===== src/hw/rtl/ffcp_pkg.sv =====
`timescale 1ns / 1ps
`default_nettype none
// ----------------------------------------------------------------------------
// ffcp_pkg
// shared constants, types and the acknowledge byte table of the frame parser
// ----------------------------------------------------------------------------
package ffcp_pkg;

    localparam int FRAME_BYTES = 8;
    localparam int SUM_BYTES   = 6;
    localparam int IDX_W       = $clog2(FRAME_BYTES);
    localparam int POS_W       = 4;

    localparam logic [7:0] HDR0     = 8'h6B;
    localparam logic [7:0] HDR1     = 8'h79;
    localparam logic [7:0] ACK_HDR1 = 8'h6A;
    localparam logic [7:0] MSG_TYPE = 8'h81;
    localparam logic [7:0] ACK_TYPE = 8'h82;
    localparam logic [7:0] TAIL     = 8'hFB;

    // byte positions inside a frame
    localparam logic [IDX_W-1:0] POS_HDR0 = IDX_W'(0);
    localparam logic [IDX_W-1:0] POS_HDR1 = IDX_W'(1);
    localparam logic [IDX_W-1:0] POS_TYPE = IDX_W'(3);
    localparam logic [IDX_W-1:0] POS_CMD  = IDX_W'(4);
    localparam logic [IDX_W-1:0] POS_SUM  = IDX_W'(6);
    localparam logic [IDX_W-1:0] POS_TAIL = IDX_W'(7);

    typedef enum logic [1:0] {
        EV_ACK      = 2'd0,
        EV_BAD_TAIL = 2'd1,
        EV_BAD_TYPE = 2'd2,
        EV_BAD_SUM  = 2'd3
    } t_event;

    // acknowledge frame: 6B 6A 00 82 cmd 00 sum FB
    function automatic logic [7:0] ack_byte(input logic [IDX_W-1:0] idx,
                                            input logic [7:0]       cmd,
                                            input logic [7:0]       sum);
        logic [7:0] v;
        v = 8'h00;
        case (idx)
            POS_HDR0: v = HDR0;
            POS_HDR1: v = ACK_HDR1;
            POS_TYPE: v = ACK_TYPE;
            POS_CMD:  v = cmd;
            POS_SUM:  v = sum;
            POS_TAIL: v = TAIL;
            default:  v = 8'h00;
        endcase
        return v;
    endfunction

endpackage
`default_nettype wire


===== src/hw/rtl/fixed_frame_command_parser_top.sv =====
`timescale 1ns / 1ps
`default_nettype none
// ----------------------------------------------------------------------------
// fixed_frame_command_parser_top
// 8-byte command frame parser with sum checksum and acknowledge generator
// ----------------------------------------------------------------------------
// usage
//   input channel (i_in_valid / o_in_ready) carries one received byte per
//   transaction. header bytes and middle bytes of a frame cause no result.
//   output channel (o_out_valid / i_out_ready) carries results: one error
//   result for a rejected frame, or eight acknowledge bytes for a good one.
//   o_run_end marks the last result caused by one input byte.
// sequence
//   bytes that do not end a frame leave o_in_ready high. the final byte of a
//   frame starts a sum pass over bytes 0 to 5 through the shared 8-bit adder,
//   then a check state that registers the first result. acknowledge bytes
//   leave one per cycle while i_out_ready is high, the same adder building the
//   ack checksum as bytes go out. o_in_ready is low from the final byte until
//   the last result is taken.
// reset
//   synchronous, active low: hunting for a header, counters and last command
//   cleared, no result pending. frame bytes are not cleared.
// stall
//   a result holds on the outputs until i_out_ready; input stays blocked.
//   counters and last command are steady while results are delivered.
// ----------------------------------------------------------------------------
module fixed_frame_command_parser_top
    import ffcp_pkg::*;
(
    input  wire logic        i_clk,
    input  wire logic        i_rst_n,
    input  wire logic        i_in_valid,
    output logic             o_in_ready,
    input  wire logic [7:0]  i_rx_byte,
    output logic             o_out_valid,
    input  wire logic        i_out_ready,
    output logic [1:0]       o_event_res,
    output logic [7:0]       o_tx_byte,
    output logic [7:0]       o_command_code,
    output logic             o_run_end,
    output logic [7:0]       o_last_command,
    output logic [31:0]      o_good_frame_count,
    output logic [31:0]      o_tail_error_count,
    output logic [31:0]      o_type_error_count,
    output logic [31:0]      o_sum_error_count
);

    // sequencer states
    typedef enum logic [3:0] {
        ST_RECV  = 4'b0001,
        ST_SUM   = 4'b0010,
        ST_CHECK = 4'b0100,
        ST_SEND  = 4'b1000
    } t_state;

    // frame hunting phase
    typedef enum logic [2:0] {
        PH_IDLE  = 3'b001,
        PH_HEAD1 = 3'b010,
        PH_DATA  = 3'b100
    } t_phase;

    t_state             r_state, n_state;
    t_phase             r_phase, n_phase;
    logic [POS_W-1:0]   r_pos, n_pos;
    logic [7:0]         r_frame [FRAME_BYTES];
    logic [IDX_W-1:0]   r_idx, n_idx;
    logic [7:0]         r_acc, n_acc;
    logic [7:0]         r_recent, n_recent;
    logic [31:0]        r_good, n_good;
    logic [31:0]        r_tail_err, n_tail_err;
    logic [31:0]        r_type_err, n_type_err;
    logic [31:0]        r_sum_err, n_sum_err;
    logic               r_out_valid, n_out_valid;
    t_event             r_event, n_event;
    logic [7:0]         r_tx, n_tx;
    logic [7:0]         r_cmd, n_cmd;
    logic               r_run_end, n_run_end;

    logic               w_in_fire;
    logic               w_out_fire;
    logic               w_frame_we;
    logic [IDX_W-1:0]   w_frame_wa;
    logic [7:0]         w_addend;
    logic [7:0]         w_sum;
    logic [POS_W-1:0]   w_pos_inc;
    logic [IDX_W-1:0]   w_idx_inc;

    assign o_in_ready = (r_state == ST_RECV);
    assign w_in_fire  = i_in_valid & o_in_ready;
    assign w_out_fire = r_out_valid & i_out_ready;
    assign w_pos_inc  = r_pos + POS_W'(1);
    assign w_idx_inc  = r_idx + IDX_W'(1);

    // shared adder: frame sum during the sum pass, ack sum while sending
    assign w_addend = (r_state == ST_SUM) ? r_frame[r_idx] : r_tx;
    assign w_sum    = r_acc + w_addend;

    always_comb begin
        n_state     = r_state;
        n_phase     = r_phase;
        n_pos       = r_pos;
        n_idx       = r_idx;
        n_acc       = r_acc;
        n_recent    = r_recent;
        n_good      = r_good;
        n_tail_err  = r_tail_err;
        n_type_err  = r_type_err;
        n_sum_err   = r_sum_err;
        n_out_valid = r_out_valid;
        n_event     = r_event;
        n_tx        = r_tx;
        n_cmd       = r_cmd;
        n_run_end   = r_run_end;
        w_frame_we  = 1'b0;
        w_frame_wa  = r_pos[IDX_W-1:0];

        case (r_state)
            ST_RECV: begin
                if (w_in_fire) begin
                    case (r_phase)
                        PH_IDLE: begin
                            if (i_rx_byte == HDR0) begin
                                w_frame_we = 1'b1;
                                w_frame_wa = POS_HDR0;
                                n_pos      = POS_W'(1);
                                n_phase    = PH_HEAD1;
                            end
                        end
                        PH_HEAD1: begin
                            // a wrong second byte is dropped, not re-tested
                            if (i_rx_byte == HDR1) begin
                                w_frame_we = 1'b1;
                                w_frame_wa = POS_HDR1;
                                n_pos      = POS_W'(2);
                                n_phase    = PH_DATA;
                            end else begin
                                n_phase = PH_IDLE;
                            end
                        end
                        PH_DATA: begin
                            w_frame_we = 1'b1;
                            n_pos      = w_pos_inc;
                            if (w_pos_inc >= POS_W'(FRAME_BYTES)) begin
                                n_phase = PH_IDLE;
                                n_state = ST_SUM;
                                n_idx   = '0;
                                n_acc   = 8'h00;
                            end
                        end
                        default: begin
                            n_phase = PH_IDLE;
                        end
                    endcase
                end
            end
            ST_SUM: begin
                n_acc = w_sum;
                n_idx = w_idx_inc;
                if (r_idx == IDX_W'(SUM_BYTES - 1)) begin
                    n_state = ST_CHECK;
                end
            end
            ST_CHECK: begin
                n_out_valid = 1'b1;
                n_run_end   = 1'b1;
                n_tx        = 8'h00;
                n_cmd       = 8'h00;
                n_state     = ST_SEND;
                // first failing check in tail, type, sum order wins
                if (r_frame[POS_TAIL] != TAIL) begin
                    n_event    = EV_BAD_TAIL;
                    n_tail_err = r_tail_err + 32'd1;
                end else if (r_frame[POS_TYPE] != MSG_TYPE) begin
                    n_event    = EV_BAD_TYPE;
                    n_type_err = r_type_err + 32'd1;
                end else if (r_acc != r_frame[POS_SUM]) begin
                    n_event   = EV_BAD_SUM;
                    n_sum_err = r_sum_err + 32'd1;
                end else begin
                    n_event   = EV_ACK;
                    n_good    = r_good + 32'd1;
                    n_recent  = r_frame[POS_CMD];
                    n_cmd     = r_frame[POS_CMD];
                    n_tx      = ack_byte(POS_HDR0, r_frame[POS_CMD], 8'h00);
                    n_run_end = 1'b0;
                    n_idx     = '0;
                    n_acc     = 8'h00;
                end
            end
            ST_SEND: begin
                if (w_out_fire) begin
                    if (r_run_end) begin
                        n_out_valid = 1'b0;
                        n_state     = ST_RECV;
                    end else begin
                        // after byte five the adder holds the ack checksum
                        n_acc     = w_sum;
                        n_idx     = w_idx_inc;
                        n_tx      = ack_byte(w_idx_inc, r_cmd, w_sum);
                        n_run_end = (w_idx_inc == POS_TAIL);
                    end
                end
            end
            default: begin
                n_state     = ST_RECV;
                n_out_valid = 1'b0;
            end
        endcase
    end

    // control state
    always_ff @(posedge i_clk) begin
        if (!i_rst_n) begin
            r_state     <= ST_RECV;
            r_phase     <= PH_IDLE;
            r_pos       <= '0;
            r_recent    <= 8'h00;
            r_good      <= 32'd0;
            r_tail_err  <= 32'd0;
            r_type_err  <= 32'd0;
            r_sum_err   <= 32'd0;
            r_out_valid <= 1'b0;
        end else begin
            r_state     <= n_state;
            r_phase     <= n_phase;
            r_pos       <= n_pos;
            r_recent    <= n_recent;
            r_good      <= n_good;
            r_tail_err  <= n_tail_err;
            r_type_err  <= n_type_err;
            r_sum_err   <= n_sum_err;
            r_out_valid <= n_out_valid;
        end
    end

    // datapath and result payload
    always_ff @(posedge i_clk) begin
        r_idx     <= n_idx;
        r_acc     <= n_acc;
        r_event   <= n_event;
        r_tx      <= n_tx;
        r_cmd     <= n_cmd;
        r_run_end <= n_run_end;
    end

    // frame bytes
    always_ff @(posedge i_clk) begin
        if (w_frame_we) begin
            r_frame[w_frame_wa] <= i_rx_byte;
        end
    end

    assign o_out_valid        = r_out_valid;
    assign o_event_res        = r_event;
    assign o_tx_byte          = r_tx;
    assign o_command_code     = r_cmd;
    assign o_run_end          = r_run_end;
    assign o_last_command     = r_recent;
    assign o_good_frame_count = r_good;
    assign o_tail_error_count = r_tail_err;
    assign o_type_error_count = r_type_err;
    assign o_sum_error_count  = r_sum_err;

endmodule
`default_nettype wire


===== config.mk =====
export PLATFORM = sky130hd
export DESIGN_NAME = fixed_frame_command_parser_top
export DESIGN_NICKNAME = d
export VERILOG_FILES = /design/src/hw/rtl/ffcp_pkg.sv /design/src/hw/rtl/fixed_frame_command_parser_top.sv
export SDC_FILE = /design/constraint.sdc
export NUM_CORES = 1
export LEC_CHECK = 0
export BUFFER_PORTS_ARGS = -buffer_cell sky130_fd_sc_hd__buf_2
export CORE_AREA = 2 2 152 265
export DETAILED_ROUTE_END_ITERATION = 6
export DIE_AREA = 0 0 154 267
export GPL_ROUTABILITY_DRIVEN = 0
export SYNTH_ARGS = -nofsm -noshare
export SYNTH_HDL_FRONTEND = slang
export SYNTH_SLANG_ARGS = --single-unit

===== constraint.sdc =====
create_clock -name i_clk -period 4.1 [get_ports i_clk]
set_input_delay 0.41 -clock i_clk [delete_from_list [all_inputs] [get_ports i_clk]]
set_output_delay 0.41 -clock i_clk [all_outputs]
set_load 0.01 [all_outputs]

==> results.md <==
Outcome:
- The flow ran to the end, and the final reports show no timing, DRC or antenna violations.

Logic synthesis:
- The library cell occupying the most area in the post-synthesis netlist is sky130_fd_sc_hd__dfxtp_1.
- In this run, synthesis produced a sequential element count of approximately 250.
- Yosys printed 0 warnings.
- The number of flops mapped to enable cells by yosys is 94.
- Sorting the synthesized cells by area gives the leading types as sky130_fd_sc_hd__dfxtp_1 26%, sky130_fd_sc_hd__edfxtp_1 24%, sky130_fd_sc_hd__and2_1 6.2%, sky130_fd_sc_hd__xnor2_1 5.9%, sky130_fd_sc_hd__mux4_2 3.1%.
- The net count after synthesis is between 1000 and 1500.
- The gate count of the mapped netlist is between 1000 and 1500.
- The count of unique library cells instantiated by Yosys is between 60 and 70.
- The mean post-synth cell area is 10.5 µm².
- The primary flip-flop cell chosen by synthesis mapping is sky130_fd_sc_hd__dfxtp_1.
- The part of the Yosys area used for sequential elements is 50.5%.
- Of all flip-flops after synthesis, the portion carrying an async set or reset was 0%.
- The cell area that synthesis handed to floorplanning was 11600 µm².
- The share of Yosys cell area claimed by the top area cell type is 26.1%.

Timing:
- The worst path needs roughly 3300 ps of the cycle, external delays included.
- The count of endpoints failing setup in the final report is 0.
- The number of failing hold endpoints at the final stage is 0.
- Setup repair after global routing left no endpoint under its margin.
- The max-slew violation count is 0.
- The maximum frequency from static timing analysis is roughly 300 MHz.
- The slew at the pin with the worst max-slew slack is around 1000 ps.
- The summed negative setup slack over all endpoints is 0 ps.
- In the finished design, the share of the clock period the worst path needs comes to 81.6%.
- Measured against its own limit, the worst slew margin works out to around 34%.
- Between clock sinks in the finished design, the worst skew comes to about 14 ps.

Clock network:
- The worst-case clock buffer depth is 3.
- The insertion delay of the later-clocked pin in the worst-skew pair is approximately 550 ps.
- In this run the number of H-tree levels came out at 1.
- In this run, post-CTS repair resized a total of 0 instances.
- After clock tree synthesis, the clock-pin slew on the worst setup and hold paths is 70 ps.
- The CTS tree is yes.
- The hold-fix buffer count after cts is 0.
- The number of sinks on the clock net is ~250.
- The number of buffers created by CTS is 25.
- The clock tree root driver cell is sky130_fd_sc_hd__clkbuf_16.
- The number of setup buffers added after CTS is 0.

Final layout:
- The layout has approximately 3900 filler cells.
- The post-synthesis to final-layout area growth is 19.8%.
- The post-route standard cell area excluding fillers is 13900 µm².
- The net count reported at finish is around 1300.
- The core utilization of the finished layout is between 30% and 40%.
- In the layout the commonest cells are 167 x sky130_fd_sc_hd__buf_2, 151 x sky130_fd_sc_hd__dfxtp_1, 115 x sky130_fd_sc_hd__and2_1, 94 x sky130_fd_sc_hd__edfxtp_1, 79 x sky130_fd_sc_hd__nand2_1.
- The finished layout holds between 1500 and 2000 standard cells, fillers aside.
- The diode insertion count for antenna repair is 0.
- The most frequent standard cell in the layout excluding fill and tap cells is sky130_fd_sc_hd__buf_2.
- The post-route netlist has between 20% and 30% of its cells at a drive strength greater than 1.

Route:
- The first-pass iteration count of the detailed router is 4.
- In this run the remaining antenna-violating nets after routing total 0.
- The via count is between 8000 and 9000.
- In this run, the number of DRC markers left after iteration 0 of detailed routing was around 400.
- The average routed wire per standard cell is 17.8 µm.
- The total length of routed wires is between 30000 and 40000 µm.
- In the routed design, unresolved DRC markers number 0.
- The average via count per standard cell is between 4 and 5.

Setup path:
- STA classifies the critical path startpoint as a flip-flop.
- The start-to-end type of the worst setup path is flip-flop to flip-flop.
- The critical path capture point type is a flip-flop.
- The critical-path maximum fanout is 7.
- The arrival time at the worst endpoint is between 3000 and 4000 ps.
- The endpoint required time on the critical path is approximately 4400 ps.

Floorplanning:
- From bottom edge to top edge, the die measures ~270 µm.
- The initial core utilization is 29.7%.
- Measured along the x axis, the die boundary spans around 150 µm.
- The placement row count is 96.
- The region available for standard cell placement spans slightly below 40000 µm².
- The die covers just over 40000 µm².
- 169 I/O pins were placed.

Global routing:
- The aggregate global-route resource usage is 15.3%.
- The maximum number of pins on one net before global-route repair is 112.
- The initial antenna violation count was 1.
- The residual overflow from global routing is 0.
- The via count of the first global-routing pass is 8590.
- The first global-routing pass estimated slightly below 50000 µm of wire.

Place:
- The post-DP HPWL is about 24000 µm.
- The placed instances occupy a cell area of roughly 13000 µm².
- The total of buffers placed on input and output ports is roughly 170.
- Once placement completed, the tool counted placed cells totaling about 1700.

Hold path:
- The type of the tightest min-delay check is input port to flip-flop.

Pwr:
- VDD sags by at most 0.352 mV.
- For this design the static power due to leakage is about 0.0055 µW.
- The design draws ~5400 µW.
- Dividing total power by cell area gives a power density of just under 400 nW/µm².

Job:
- The total of max-cap violations is 0.
-- synth_stat cells (2+ instances only) --
library cell,instances
sky130_fd_sc_hd__dfxtp_1,151
sky130_fd_sc_hd__and2_1,115
sky130_fd_sc_hd__edfxtp_1,94
sky130_fd_sc_hd__nand2_1,79
sky130_fd_sc_hd__xnor2_1,78
sky130_fd_sc_hd__nor2_1,55
sky130_fd_sc_hd__nand3_1,51
sky130_fd_sc_hd__nand4_1,40
sky130_fd_sc_hd__xor2_1,36
sky130_fd_sc_hd__clkbuf_1,35
sky130_fd_sc_hd__o21ai_0,34
sky130_fd_sc_hd__mux2i_1,31
sky130_fd_sc_hd__inv_1,28
sky130_fd_sc_hd__nor3_1,23
sky130_fd_sc_hd__a21oi_1,22
sky130_fd_sc_hd__nor4_1,20
sky130_fd_sc_hd__nand2b_1,19
sky130_fd_sc_hd__nor2b_1,19
sky130_fd_sc_hd__ha_1,17
sky130_fd_sc_hd__mux4_2,16
sky130_fd_sc_hd__a21boi_0,15
sky130_fd_sc_hd__or3_1,15
sky130_fd_sc_hd__and4_1,13
sky130_fd_sc_hd__and3_1,12
sky130_fd_sc_hd__nor3b_1,7
sky130_fd_sc_hd__o211ai_1,6
sky130_fd_sc_hd__a31oi_1,5
sky130_fd_sc_hd__o31ai_1,5
sky130_fd_sc_hd__o21a_1,4
sky130_fd_sc_hd__mux2_2,3
sky130_fd_sc_hd__nor3_2,3
sky130_fd_sc_hd__a21boi_1,2
sky130_fd_sc_hd__a21o_1,2
sky130_fd_sc_hd__and4b_1,2
sky130_fd_sc_hd__buf_4,2
sky130_fd_sc_hd__buf_6,2
sky130_fd_sc_hd__nand2_2,2
sky130_fd_sc_hd__nand3b_1,2
sky130_fd_sc_hd__nand4b_1,2
sky130_fd_sc_hd__nor4_4,2
sky130_fd_sc_hd__nor4b_1,2
sky130_fd_sc_hd__nor4bb_1,2
sky130_fd_sc_hd__o2111ai_1,2
sky130_fd_sc_hd__or2_2,2
sky130_fd_sc_hd__or4b_2,2
-- routing by layer --
metal | part of all wire (%) | global-route usage [%]
met5 | 0.038 | 0
met4 | 4.0 | 6.95
met3 | 4.1 | 2.40
met2 | 55 | 30.1
met1 | 37 | 15.5
-- logic make-up (layout without fill, tap and decap cells) --
logic type	count (synthesis)	after routing	synth area share, %
simple gates	496	496	24.3
flops	245	245	50.5
fa+ha+maj	18	18	2.01
compound gates	107	107	6.05
xor+xnor	114	114	8.62
buf+inv	69	258	2.44
mux	50	50	6.08
-- critical path, cell delays in order (launching register included) --
cell and delay, ps:
sky130_fd_sc_hd__dfxtp_1 550, sky130_fd_sc_hd__mux4_2 550, sky130_fd_sc_hd__mux2i_1 150, sky130_fd_sc_hd__a21oi_1 90, sky130_fd_sc_hd__ha_1 220, sky130_fd_sc_hd__fa_1 400, sky130_fd_sc_hd__a21o_1 200, sky130_fd_sc_hd__a21oi_1 210
sky130_fd_sc_hd__o21ai_0 170, sky130_fd_sc_hd__and4b_1 240, sky130_fd_sc_hd__nor3_1 190, sky130_fd_sc_hd__o21ai_0 110
-- through the flow --
| step | worst slack [ps] | hold slack [ps] |
|---|---|---|
| after global routing | 476 | 192 |
| final | 755 | 199 |
| after global placement | 774 | 451 |
| after CTS | 750 | 175 |
| after floorplan | 378 | 456 |
| after detailed placement | 770 | 459 |
-- state kept, by name (all words and copies together) (netlist names), 2 cells and up, named ones only --
signal,cells
o_tx_byte,8
r_frame,64
o_type_error_count,32
o_sum_error_count,32
o_event_res,2
o_command_code,8
r_acc,8
o_tail_error_count,32
o_last_command,8
r_phase,3
r_pos,4
r_idx,3
r_state,4
o_good_frame_count,32
-- worst paths after layout --
check,start,slack [ps],to,cells after the start
hold / removal,i_rx_byte[4],200,r_frame[3][4],1
setup reg to reg,flip-flop,750,o_tx_byte[6],11
setup / recovery,flip-flop,750,o_tx_byte[6],11
hold reg to reg,o_type_error_count[31],470,o_type_error_count[31],2
-- where the power goes --
part	switching [µW]	internal, µW
Clock	1040	1440
Sequential	46.1	2550
Combinational	198	158
-- layout make-up --
class / count / area (µm²) / share of cell area (%)
flip-flops and latches: 245 / 5850 / 42.1
multi-input cells: 785 / 5470 / 39.4
repair buffers: 184 / 963 / 6.94
clock buffers: 29 / 671 / 4.83
well taps: 490 / 613 / 4.42
clock inverters: 17 / 211 / 1.52
inverters: 28 / 105 / 0.757
Note: power is estimated with default switching activity, not from simulation.
